## config.mk

```make
export PLATFORM = sky130hd
export DESIGN_NAME = hmm_state_posterior_core
export DESIGN_NICKNAME = d
export VERILOG_FILES = /design/src/rtl/hsp_pkg.sv /design/src/rtl/hsp_divider.sv /design/src/rtl/hsp_ctrl.sv /design/src/rtl/hmm_state_posterior_core.sv
export VERILOG_INCLUDE_DIRS = /design/src /design/src/rtl
export SDC_FILE = /design/constraint.sdc
export NUM_CORES = 2
export LEC_CHECK = 0
export BUFFER_PORTS_ARGS = -buffer_cell sky130_fd_sc_hd__buf_2
export CAP_MARGIN = 20
export CORE_MARGIN = 2
export CORE_UTILIZATION = 62
export CTS_CLUSTER_DIAMETER = 100
export DETAILED_ROUTE_END_ITERATION = 10
export GPL_TIMING_DRIVEN = 0
export PLACE_DENSITY = 0.89
export RECOVER_POWER = 25
export SLEW_MARGIN = 20
export SYNTH_ARGS = -nofsm -noshare
export SYNTH_HDL_FRONTEND = slang
export SYNTH_HIERARCHICAL = 1
export SYNTH_SLANG_ARGS = --single-unit
```

## constraint.sdc

```tcl
create_clock -name clk -period 8.52 [get_ports clk]
set_input_delay 1.704 -clock clk [delete_from_list [all_inputs] [get_ports clk]]
set_output_delay 1.704 -clock clk [all_outputs]
set_load 0.01 [all_outputs]
```

## src/rtl/hmm_state_posterior_core_defines.svh

```systemverilog
// ----------------------------------------------------------------------------
// hmm_state_posterior_core_defines
// Assertion macros used by the posterior core controller, hsp_ctrl.
// ----------------------------------------------------------------------------
`ifndef HMM_STATE_POSTERIOR_CORE_DEFINES_SVH
`define HMM_STATE_POSTERIOR_CORE_DEFINES_SVH

// Same-cycle implication, checked on every rising edge outside reset.
`define HSP_ASSERT_IMP(label, ante, cons, msg) \
  label: assert property (@(posedge clk) disable iff (!rst_n) (ante) |-> (cons)) \
    else $error(msg);

// Next-cycle implication, checked on every rising edge outside reset.
`define HSP_ASSERT_NXT(label, ante, cons, msg) \
  label: assert property (@(posedge clk) disable iff (!rst_n) (ante) |=> (cons)) \
    else $error(msg);

`endif

```

## src/rtl/hsp_pkg.sv

```systemverilog
// ----------------------------------------------------------------------------
// hsp_pkg
// Types and constants of the HMM state posterior core.
// ----------------------------------------------------------------------------
package hsp_pkg;

  localparam int MAX_STATES_DEF = 16;

  localparam int SAMPLE_W     = 16;
  localparam int PROD_W       = 32;
  localparam int POST_W       = 16;
  localparam int IDX_OUT_W    = 4;
  localparam int IN_DATA_W    = 32;
  localparam int OUT_DATA_W   = 24;
  localparam int OUT_USER_W   = 2;
  localparam int NUM_STATES_W = 5;
  localparam int CFG_ADDR_W   = 3;
  localparam int CFG_DATA_W   = 32;

  // Quotient carries one bit above Q0.16 so that exactly 1.0 can saturate.
  localparam int Q_W       = POST_W + 1;
  localparam int DIV_STEPS = Q_W;

  localparam logic [NUM_STATES_W-1:0] NUM_STATES_RST = 5'd16;

  // Register index as seen in paddr bit 2.
  localparam logic REG_NUM_STATES = 1'b0;

  typedef enum logic [2:0] {
    ST_ACC,
    ST_WAIT,
    ST_READ,
    ST_START,
    ST_DIV
  } state_t;

  typedef struct packed {
    logic start;
  } div_ctl_t;

  typedef struct packed {
    logic busy;
    logic done;
  } div_sts_t;

endpackage

```

## src/rtl/hsp_divider.sv

```systemverilog
// ----------------------------------------------------------------------------
// hsp_divider
// Restoring divider, one quotient bit per cycle: (num << 16) / den,
// saturated to 16 bits. Assumes num <= den, as each product is a term of the sum.
// ----------------------------------------------------------------------------
module hsp_divider #(
  parameter int SUM_W = 36
) (
  input  logic                        clk,
  input  logic                        rst_n,
  input  hsp_pkg::div_ctl_t           ctl,
  input  logic [hsp_pkg::PROD_W-1:0]  num,
  input  logic [SUM_W-1:0]            den,
  output hsp_pkg::div_sts_t           sts,
  output logic [hsp_pkg::POST_W-1:0]  quot
);

  localparam int STEP_W = $clog2(hsp_pkg::DIV_STEPS);

  logic [SUM_W-1:0]          rem_r, rem_nxt;
  logic [SUM_W-1:0]          den_r;
  logic [hsp_pkg::Q_W-1:0]   q_r, q_nxt;
  logic [STEP_W-1:0]         step_r;
  logic                      busy_r;
  logic                      done_r;
  logic [SUM_W:0]            cand;
  logic [SUM_W:0]            diff;
  logic                      ge;
  logic                      last_step;

  // The first step compares the unshifted remainder; that gives the integer bit.
  assign cand      = (step_r == '0) ? {1'b0, rem_r} : {rem_r, 1'b0};
  assign diff      = cand - {1'b0, den_r};
  assign ge        = (cand >= {1'b0, den_r});
  assign last_step = (step_r == STEP_W'(hsp_pkg::DIV_STEPS - 1));

  always_comb begin
    rem_nxt = ge ? diff[SUM_W-1:0] : cand[SUM_W-1:0];
    q_nxt   = {q_r[hsp_pkg::Q_W-2:0], ge};
  end

  always_ff @(posedge clk) begin
    if (!rst_n) begin
      busy_r <= 1'b0;
      done_r <= 1'b0;
      step_r <= '0;
    end else if (ctl.start) begin
      busy_r <= 1'b1;
      done_r <= 1'b0;
      step_r <= '0;
    end else if (busy_r) begin
      step_r <= step_r + 1'b1;
      if (last_step) begin
        busy_r <= 1'b0;
        done_r <= 1'b1;
      end
    end
  end

  always_ff @(posedge clk) begin
    if (ctl.start) begin
      rem_r <= SUM_W'(num);
      den_r <= den;
      q_r   <= '0;
    end else if (busy_r) begin
      rem_r <= rem_nxt;
      q_r   <= q_nxt;
    end
  end

  assign sts.busy = busy_r;
  assign sts.done = done_r;
  assign quot     = q_r[hsp_pkg::Q_W-1] ? '1 : q_r[hsp_pkg::POST_W-1:0];

endmodule

```

## src/rtl/hsp_ctrl.sv

```systemverilog
// ----------------------------------------------------------------------------
// hsp_ctrl
// Product store, running sum and row sequencer: fills the store during a
// row, then reads it back entry by entry through the divider.
// ----------------------------------------------------------------------------
`include "hmm_state_posterior_core_defines.svh"

module hsp_ctrl #(
  parameter int MAX_STATES = hsp_pkg::MAX_STATES_DEF,
  parameter int SUM_W      = hsp_pkg::PROD_W + $clog2(MAX_STATES)
) (
  input  logic                              clk,
  input  logic                              rst_n,
  input  logic                              cfg_clear,
  input  logic [hsp_pkg::NUM_STATES_W-1:0]  num_states,
  input  logic                              in_tvalid,
  output logic                              in_tready,
  input  logic [hsp_pkg::IN_DATA_W-1:0]     in_tdata,
  input  logic                              in_tlast,
  output logic                              out_tvalid,
  input  logic                              out_tready,
  output logic [hsp_pkg::OUT_DATA_W-1:0]    out_tdata,
  output logic                              out_tlast,
  output logic [hsp_pkg::OUT_USER_W-1:0]    out_tuser,
  output hsp_pkg::div_ctl_t                 div_ctl,
  input  hsp_pkg::div_sts_t                 div_sts,
  output logic [hsp_pkg::PROD_W-1:0]        div_num,
  output logic [SUM_W-1:0]                  div_den,
  input  logic [hsp_pkg::POST_W-1:0]        div_quot
);

  localparam int IDX_W = $clog2(MAX_STATES);
  localparam int CNT_W = $clog2(MAX_STATES + 1);
  localparam int KW    = (CNT_W > hsp_pkg::NUM_STATES_W) ? CNT_W : hsp_pkg::NUM_STATES_W;
  localparam int EXT_W = (IDX_W > hsp_pkg::IDX_OUT_W) ? IDX_W : hsp_pkg::IDX_OUT_W;

  hsp_pkg::state_t state_r, state_nxt;

  logic [hsp_pkg::PROD_W-1:0]   mem [MAX_STATES];
  logic [hsp_pkg::PROD_W-1:0]   rd_data_r;
  logic                         mem_we;
  logic                         mem_re;

  logic                         pv_r;
  logic [hsp_pkg::PROD_W-1:0]   prod_r;
  logic [IDX_W-1:0]             pidx_r;

  logic [SUM_W-1:0]             sum_r;
  logic [CNT_W-1:0]             count_r;
  logic [IDX_W-1:0]             ridx_r;
  logic                         last_r;
  logic                         zero_r;

  logic                         out_valid_r;
  logic [hsp_pkg::POST_W-1:0]   out_post_r;
  logic [hsp_pkg::IDX_OUT_W-1:0] out_idx_r;
  logic                         out_last_r;
  logic                         out_seq_r;
  logic                         out_zero_r;

  logic [KW-1:0]                ns_ext;
  logic [KW-1:0]                k_ext;
  logic [CNT_W-1:0]             k;
  logic                         in_acc;
  logic                         complete;
  logic                         row_end;
  logic                         out_load;
  logic [EXT_W-1:0]             ridx_ext;
  logic [hsp_pkg::SAMPLE_W-1:0] alpha;
  logic [hsp_pkg::SAMPLE_W-1:0] beta;

  // Zero states behave as one, and counts past the store depth are clamped.
  always_comb begin
    ns_ext = KW'(num_states);
    if (ns_ext == '0) begin
      k_ext = KW'(1);
    end else if (ns_ext > KW'(MAX_STATES)) begin
      k_ext = KW'(MAX_STATES);
    end else begin
      k_ext = ns_ext;
    end
    k = CNT_W'(k_ext);
  end

  assign alpha    = in_tdata[hsp_pkg::SAMPLE_W-1:0];
  assign beta     = in_tdata[2*hsp_pkg::SAMPLE_W-1:hsp_pkg::SAMPLE_W];
  assign in_acc   = in_tvalid && in_tready;
  assign complete = (CNT_W'(count_r + 1'b1) == k);
  assign row_end  = (CNT_W'(ridx_r) == CNT_W'(k - 1'b1));
  assign ridx_ext = EXT_W'(ridx_r);
  assign mem_we   = pv_r;

  always_comb begin
    state_nxt = state_r;
    case (state_r)
      hsp_pkg::ST_ACC: begin
        if (in_acc && complete) begin
          state_nxt = hsp_pkg::ST_WAIT;
        end
      end
      hsp_pkg::ST_WAIT:  state_nxt = hsp_pkg::ST_READ;
      hsp_pkg::ST_READ:  state_nxt = hsp_pkg::ST_START;
      hsp_pkg::ST_START: state_nxt = hsp_pkg::ST_DIV;
      hsp_pkg::ST_DIV: begin
        if (out_load) begin
          state_nxt = row_end ? hsp_pkg::ST_ACC : hsp_pkg::ST_READ;
        end
      end
      default: state_nxt = hsp_pkg::ST_ACC;
    endcase
  end

  always_comb begin
    in_tready     = 1'b0;
    mem_re        = 1'b0;
    div_ctl.start = 1'b0;
    out_load      = 1'b0;
    case (state_r)
      hsp_pkg::ST_ACC:   in_tready = 1'b1;
      hsp_pkg::ST_WAIT:  ;
      hsp_pkg::ST_READ:  mem_re = 1'b1;
      hsp_pkg::ST_START: div_ctl.start = 1'b1;
      hsp_pkg::ST_DIV:   out_load = div_sts.done && (!out_valid_r || out_tready);
      default: ;
    endcase
  end

  always_ff @(posedge clk) begin
    if (!rst_n) begin
      state_r <= hsp_pkg::ST_ACC;
    end else begin
      state_r <= state_nxt;
    end
  end

  // Product store: written from the product stage, read only while draining.
  always_ff @(posedge clk) begin
    if (mem_we) begin
      mem[pidx_r] <= prod_r;
    end
    if (mem_re) begin
      rd_data_r <= mem[ridx_r];
    end
  end

  always_ff @(posedge clk) begin
    if (!rst_n) begin
      pv_r <= 1'b0;
    end else begin
      pv_r <= in_acc;
    end
  end

  always_ff @(posedge clk) begin
    if (in_acc) begin
      prod_r <= alpha * beta;
      pidx_r <= count_r[IDX_W-1:0];
      last_r <= in_tlast;
    end
  end

  always_ff @(posedge clk) begin
    if (!rst_n) begin
      sum_r   <= '0;
      count_r <= '0;
      ridx_r  <= '0;
    end else if (cfg_clear) begin
      sum_r   <= '0;
      count_r <= '0;
      ridx_r  <= '0;
    end else begin
      if (out_load && row_end) begin
        sum_r   <= '0;
        count_r <= '0;
      end else begin
        if (pv_r) begin
          sum_r <= sum_r + SUM_W'(prod_r);
        end
        if (in_acc) begin
          count_r <= count_r + 1'b1;
        end
      end
      if (state_r == hsp_pkg::ST_WAIT) begin
        ridx_r <= '0;
      end else if (out_load && !row_end) begin
        ridx_r <= ridx_r + 1'b1;
      end
    end
  end

  always_ff @(posedge clk) begin
    if (state_r == hsp_pkg::ST_START) begin
      zero_r <= (sum_r == '0);
    end
  end

  // Output register lets the next row start filling while a word waits.
  always_ff @(posedge clk) begin
    if (!rst_n) begin
      out_valid_r <= 1'b0;
    end else if (out_load) begin
      out_valid_r <= 1'b1;
    end else if (out_tready) begin
      out_valid_r <= 1'b0;
    end
  end

  always_ff @(posedge clk) begin
    if (out_load) begin
      out_post_r <= zero_r ? '0 : div_quot;
      out_idx_r  <= ridx_ext[hsp_pkg::IDX_OUT_W-1:0];
      out_last_r <= row_end;
      out_seq_r  <= last_r;
      out_zero_r <= zero_r;
    end
  end

  assign div_num    = rd_data_r;
  assign div_den    = sum_r;
  assign out_tvalid = out_valid_r;
  assign out_tdata  = {{(hsp_pkg::OUT_DATA_W - hsp_pkg::POST_W - hsp_pkg::IDX_OUT_W){1'b0}},
                       out_idx_r, out_post_r};
  assign out_tlast  = out_last_r;
  assign out_tuser  = {out_zero_r, out_seq_r};

  `HSP_ASSERT_IMP(a_no_rw_clash, mem_we, !mem_re, "product store read and written together")
  `HSP_ASSERT_IMP(a_div_idle, div_ctl.start, !div_sts.busy, "divider started while busy")
  `HSP_ASSERT_IMP(a_count_bound, state_r == hsp_pkg::ST_ACC, count_r < k, "row count past limit")
  `HSP_ASSERT_NXT(a_row_close, in_acc && complete, !in_tready && pv_r, "row did not close")

endmodule

```

## src/rtl/hmm_state_posterior_core.sv

```systemverilog
// After the word that completes a row, the sequencer steps through WAIT, READ (store
// read) and START (divider start) into DIV; each further posterior of the row repeats
// READ, START and the bit-serial division (17 quotient bits). No input is taken meanwhile.
// Input words are taken one per cycle while a row fills; the store is not cleared.
// Reset (rst_n, synchronous, active low) clears the row count, the running sum and
// the handshakes, and sets num_states to 16.
// ----------------------------------------------------------------------------
// hmm_state_posterior_core
// HMM state posterior: alpha*beta per state, normalized by the row sum.
// ----------------------------------------------------------------------------
module hmm_state_posterior_core #(
  parameter int MAX_STATES = hsp_pkg::MAX_STATES_DEF
) (
  input  logic                            clk,
  input  logic                            rst_n,
  // Configuration port
  input  logic                            cfg_psel,
  input  logic                            cfg_penable,
  input  logic                            cfg_pwrite,
  input  logic [hsp_pkg::CFG_ADDR_W-1:0]  cfg_paddr,
  input  logic [hsp_pkg::CFG_DATA_W-1:0]  cfg_pwdata,
  output logic [hsp_pkg::CFG_DATA_W-1:0]  cfg_prdata,
  output logic                            cfg_pready,
  // Input channel
  input  logic                            in_tvalid,
  output logic                            in_tready,
  input  logic [hsp_pkg::IN_DATA_W-1:0]   in_tdata,   // alpha_value, beta_value
  input  logic                            in_tlast,   // last_step
  // Result channel
  output logic                            out_tvalid,
  input  logic                            out_tready,
  output logic [hsp_pkg::OUT_DATA_W-1:0]  out_tdata,  // posterior, state_index, zero pad
  output logic                            out_tlast,  // last_of_row
  output logic [hsp_pkg::OUT_USER_W-1:0]  out_tuser   // last_in_sequence, zero_sum
);

  localparam int SUM_W = hsp_pkg::PROD_W + $clog2(MAX_STATES);

  logic [hsp_pkg::NUM_STATES_W-1:0] num_states_r;
  logic                             cfg_wr;
  logic                             cfg_hit;
  hsp_pkg::div_ctl_t                div_ctl;
  hsp_pkg::div_sts_t                div_sts;
  logic [hsp_pkg::PROD_W-1:0]       div_num;
  logic [SUM_W-1:0]                 div_den;
  logic [hsp_pkg::POST_W-1:0]       div_quot;

  assign cfg_pready = 1'b1;
  assign cfg_hit    = (cfg_paddr[2] == hsp_pkg::REG_NUM_STATES);
  assign cfg_wr     = cfg_psel && cfg_penable && cfg_pwrite && cfg_pready && cfg_hit;
  assign cfg_prdata = cfg_hit ? hsp_pkg::CFG_DATA_W'(num_states_r) : '0;

  always_ff @(posedge clk) begin
    if (!rst_n) begin
      num_states_r <= hsp_pkg::NUM_STATES_RST;
    end else if (cfg_wr) begin
      num_states_r <= cfg_pwdata[hsp_pkg::NUM_STATES_W-1:0];
    end
  end

  hsp_ctrl #(
    .MAX_STATES (MAX_STATES),
    .SUM_W      (SUM_W)
  ) u_ctrl (
    .clk        (clk),
    .rst_n      (rst_n),
    .cfg_clear  (cfg_wr),
    .num_states (num_states_r),
    .in_tvalid  (in_tvalid),
    .in_tready  (in_tready),
    .in_tdata   (in_tdata),
    .in_tlast   (in_tlast),
    .out_tvalid (out_tvalid),
    .out_tready (out_tready),
    .out_tdata  (out_tdata),
    .out_tlast  (out_tlast),
    .out_tuser  (out_tuser),
    .div_ctl    (div_ctl),
    .div_sts    (div_sts),
    .div_num    (div_num),
    .div_den    (div_den),
    .div_quot   (div_quot)
  );

  hsp_divider #(
    .SUM_W (SUM_W)
  ) u_divider (
    .clk   (clk),
    .rst_n (rst_n),
    .ctl   (div_ctl),
    .num   (div_num),
    .den   (div_den),
    .sts   (div_sts),
    .quot  (div_quot)
  );

endmodule

```

# == Word level (Yosys, flattened, before mapping) ==
# Memory sizes are Yosys's and may differ from the RTL's. A register that Yosys moved wholly into a read port is not among the register bits.
# Cells that the tools add are included.
# word_totals
register_bits,212
latch_bits,0
ram_bits,512
mem_bits_ro,0
input_bits,75
output_inout_bits,62
n_memories,1
# op_classes
addsub,6
multipliers,1
div,0
magnitude_cmp,2
eq_ne,9
shift,0
muxes,23
bitwise_logic,2
reduce_logical,22
# memory_table
memory,words,width,rd,rd_ports_with_merged_regs,write_ports,line,rtl
u_ctrl.mem,16,32,1,1,1,hsp_ctrl.sv:39,logic [hsp_pkg::PROD_W-1:0] mem [MAX_STATES];
# ops
operator,n
$mux W32,2
$ge A37 B36 Y1,1
$mux W37,1
$add A36 B32 Y36,1
$logic_not A36 Y1,1
$mux W36,1
$sub A36 B36 Y36,1
$mul A16 B16 Y32,1
$mux W16,1
$mux W5,3
$pmux W3 S5,1
$mux W1,11
$add A5 B1 Y5 const B,2
$logic_not A5 Y1,2
$logic_and A1 B1 Y1,8
$eq A3 B2 Y1 const B,2
$mux W3,2
$reduce_or A3 Y1,2
$eq A4 B5 Y1,1
$eq A5 B5 Y1,1
$eq A5 B5 Y1 const B,1
$gt A5 B5 Y1 const B,1
$sub A5 B1 Y5 const B,1
$add A4 B1 Y4 const B,1
11 further kinds,16

# == Longest topological paths before layout ==
# depth
word_depth,8
mapped_depth,23
depth_no_buf,22

# == By module ==
# Netlist, hierarchy kept.
# modules_own_cells
module,instances,cells_per_inst,area_each_um2,seq_area_each_um2
hsp_ctrl,1,2575,34922.2,19168.4
hsp_divider,1,716,6670.1,2602.5
hmm_state_posterior_core,1,58,479.2,100.1

# == Least setup slack after synthesis ==
# OpenSTA, ideal clock, no wires.
# synth_path
kind,input to register
startpoint,input port in_tdata[9] (netlist bit)
endpoint,register u_ctrl/prod_r[31] (netlist bit) (data pin)
setup_ns,0.174
arrival_time_ns,7.079
path_slack_ns,1.267
cell_stages,20
path_buffers,1
cell_sequence,clkbuf_1 > nand2_1 > fa_1 > fa_1 > fa_1 > inv_1 > fa_1 > fa_1 > inv_1 > fa_1 > inv_1 > ha_1 > a21o_1 > a21o_1 > a21o_1 > a31oi_1 > o21ai_1 > o31ai_2 > o21ai_0 > a311oi_1
# synth_via
elab_chain_len,1
# synth_rtl
item,line,rtl
start: declaration,hmm_state_posterior_core.sv:27,"input logic [hsp_pkg::IN_DATA_W-1:0] in_tdata,"
$mul A16 B16 Y32,hsp_ctrl.sv:156,prod_r <= alpha * beta;
end signal: assignment,hsp_ctrl.sv:156,
end: declaration,hsp_ctrl.sv:45,logic [hsp_pkg::PROD_W-1:0] prod_r;
# No other way between the ends.
# A chain may end at the register's enable or synchronous reset.

# == Worst setup path after layout ==
# layout_path
startpoint,input port in_tdata[21] (netlist bit)
endpoint,register u_ctrl/prod_r[30] (netlist bit) (data pin)
# Same word-level chain as after synthesis.

==> impl_metrics.json <==
{
  "crit_path_end": "u_ctrl/prod_r[30]",
  "wl_mm": 114.2,
  "grt.total_usage_pct": 32.73,
  "clkSinkCount": 756,
  "end_kind": "flop",
  "core-area_um2": 67160,
  "cap_violations": 0,
  "whs_ns": 0.4306,
  "grt_antenna_before_repair": 1,
  "grt_pass1_vias": 29270,
  "viasPerCell": 6.410,
  "layout-drive-gt1-share_pct": 13.69,
  "cts_buffer_depth": 3,
  "cts_resized": 0,
  "finalHoldViolCount": 0,
  "fp.dieW_um": 264.5,
  "port_buffers": 75,
  "crit_path_max_fanout": 10,
  "cts_tree": "done",
  "worstRegToRegCells": 15,
  "die-area_um2": 69940,
  "synth.avg_cell_area_um2": 12.56,
  "dieHeight_um": 264.5,
  "fmax_ghz": 0.1276,
  "max-vdd-ir-drop_mv": 0.4661,
  "outcome": "complete, no violations",
  "finalNetCount": 4016,
  "start_util_pct": 62.63,
  "tightest_slew_ns": 1.114,
  "drt_iter0_drc": 3741,
  "critPathArrivalTime_ns": 8.19,
  "hpwl_mm": 80.31,
  "drt_first_pass_iters": 7,
  "setup_violations": 0,
  "power_density_nw_per_um2": 287.0,
  "skew_ns": 0.03405,
  "gp_congestion": 0.9728,
  "hp-class": "reg2reg",
  "core.rowCount": 95,
  "clock_latency_ns": 0.63,
  "worst-setup-path-type": "in2reg",
  "r2r_setup_slack_ns": 2.92,
  "crit_start": "in_tdata[21]",
  "finalSetupTns_ns": 0,
  "crit_required_ns": 8.87,
  "p_leak_nw": 17.83,
  "slew_headroom_pct": 25.75,
  "r2r-start": "u_divider/step_r[0]",
  "ys.warnings.count": 6,
  "drv_slew": 0,
  "vias": 28830,
  "final_antenna_net_count": 0,
  "ios": 137,
  "root_buffer": "clkbuf_16",
  "num-fill-cells": 4244,
  "period_needed_ns": 7.837,
  "rsz0062_at_grt": "no",
  "r2r-end": "u_divider/rem_r[28]",
  "overflow": 0,
  "drc_errors": 0,
  "cts-buffers-inserted": 70,
  "cp-start-kind": "input port",
  "fin_crit_sh_pct": 91.98,
  "grt_pass1_wl_mm": 172.0,
  "cts_max_level": 3,
  "cts_setup_buffers": 0,
  "cts_hold_buf": 0,
  "synth_area_um2": 42060,
  "synthCells": 3348,
  "area_delta_synth_final_pct": 10.85,
  "clk_pin_slew_ns": 0.07,
  "routedWlPerCell_um": 25.39,
  "grt_max_degree": 33,
  "insertedDiodeCount": 0
}
==> area by class of cell <==
class                      count  area (um^2)  share of cell area, %
buffer                       186        924.6                  1.983
tap                          873         1092                  2.342
clock buffer                  85         1892                  4.057
timing repair buffer         119         1042                  2.235
multi-input combinational   2138        18390                  39.44
sequential                   756        21870                  46.90
clock inverter                43        301.5                 0.6467
inverter                     297         1115                  2.391
==> critical path: stages <==
cell and delay [ns]:
buf_2 0.17, clkbuf_1 0.56, and2_1 0.26, fa_1 0.45
inv_1 0.10, fa_1 0.41, fa_1 0.49, fa_1 0.49
inv_1 0.05, fa_1 0.52, inv_1 0.05, fa_1 0.52
inv_1 0.04, ha_1 0.34, a2111oi_0 0.47, o21ai_1 0.21
a31oi_1 0.58, o211a_1 0.27, nor2_1 0.05, o311ai_0 0.44
==> through the flow <==
| stage | cell area [um^2] | setup slack, ns | cells | total power, W | util [%] |
|---|---|---|---|---|---|
| finish | 46630 | 0.6835 | 4497 | 0.01338 | 69.43 |
| global route | 46630 | 0.3748 | 4497 | 0.01413 | 69.43 |
| CTS | 46610 | 0.7265 | 4496 | 0.01326 | 69.41 |
| detailed placement | 44420 | 0.08162 | 4368 | 0.01023 | 66.14 |
| global placement | 43640 | 0.2858 | 4325 | 0.009916 | 64.98 |
| floorplan | 42170 | 1.267 | 3377 | 0.008893 | - |
==> state kept, by name (all words and copies together), names as in the netlist, 16 cells and up <==
name,count
u_ctrl/div_den,36
u_ctrl/div_num,32
u_ctrl/mem,512
u_ctrl/out_post_r,16
u_ctrl/prod_r,32
u_divider/den_r,36
u_divider/q_r,17
u_divider/rem_r,36
==> cells in the final DEF (no fill, tap or decap), drive strengths merged, types with 147 or more instances in the layout <==
| cell | n |
|---|---|
| o21ai | 147 |
| nor2 | 164 |
| clkbuf | 186 |
| nand2 | 307 |
| inv | 304 |
| fa | 196 |
| mux2i | 154 |
| buf | 204 |
| ha | 177 |
| edfxtp | 673 |
==> layer usage <==
layer	vias to the layer above	global-route usage, %	routed length, um
met5	-	0	16
met4	2	20.32	7582
met3	497	6.168	11730
met2	2058	55.47	56120
met1	13860	38.85	38720
li1	12410	-	-
==> worst min path at each step <==
stage                   from          endpoint  slack [ns]  depth (start not counted)
3_5_place_dp   u_ctrl/last_r  u_ctrl/out_seq_r        0.42                          0
4_1_cts        u_ctrl/last_r  u_ctrl/out_seq_r        0.43                          0
2_1_floorplan  u_ctrl/last_r  u_ctrl/out_seq_r        0.40                          0
3_3_place_gp   u_ctrl/last_r  u_ctrl/out_seq_r        0.40                          0
6_report       u_ctrl/last_r  u_ctrl/out_seq_r        0.43                          0
5_1_grt        u_ctrl/last_r  u_ctrl/out_seq_r        0.44                          0
==> where the power goes <==
part / switching (W) / total, W / internal [W]
clock network: 0.00139 / 0.00305 / 0.00166
registers: 0.000475 / 0.00520 / 0.00473
logic: 0.00303 / 0.00513 / 0.00210
total: 0.00490 / 0.0134 / 0.00849
(Power assumes the default switching activity.)
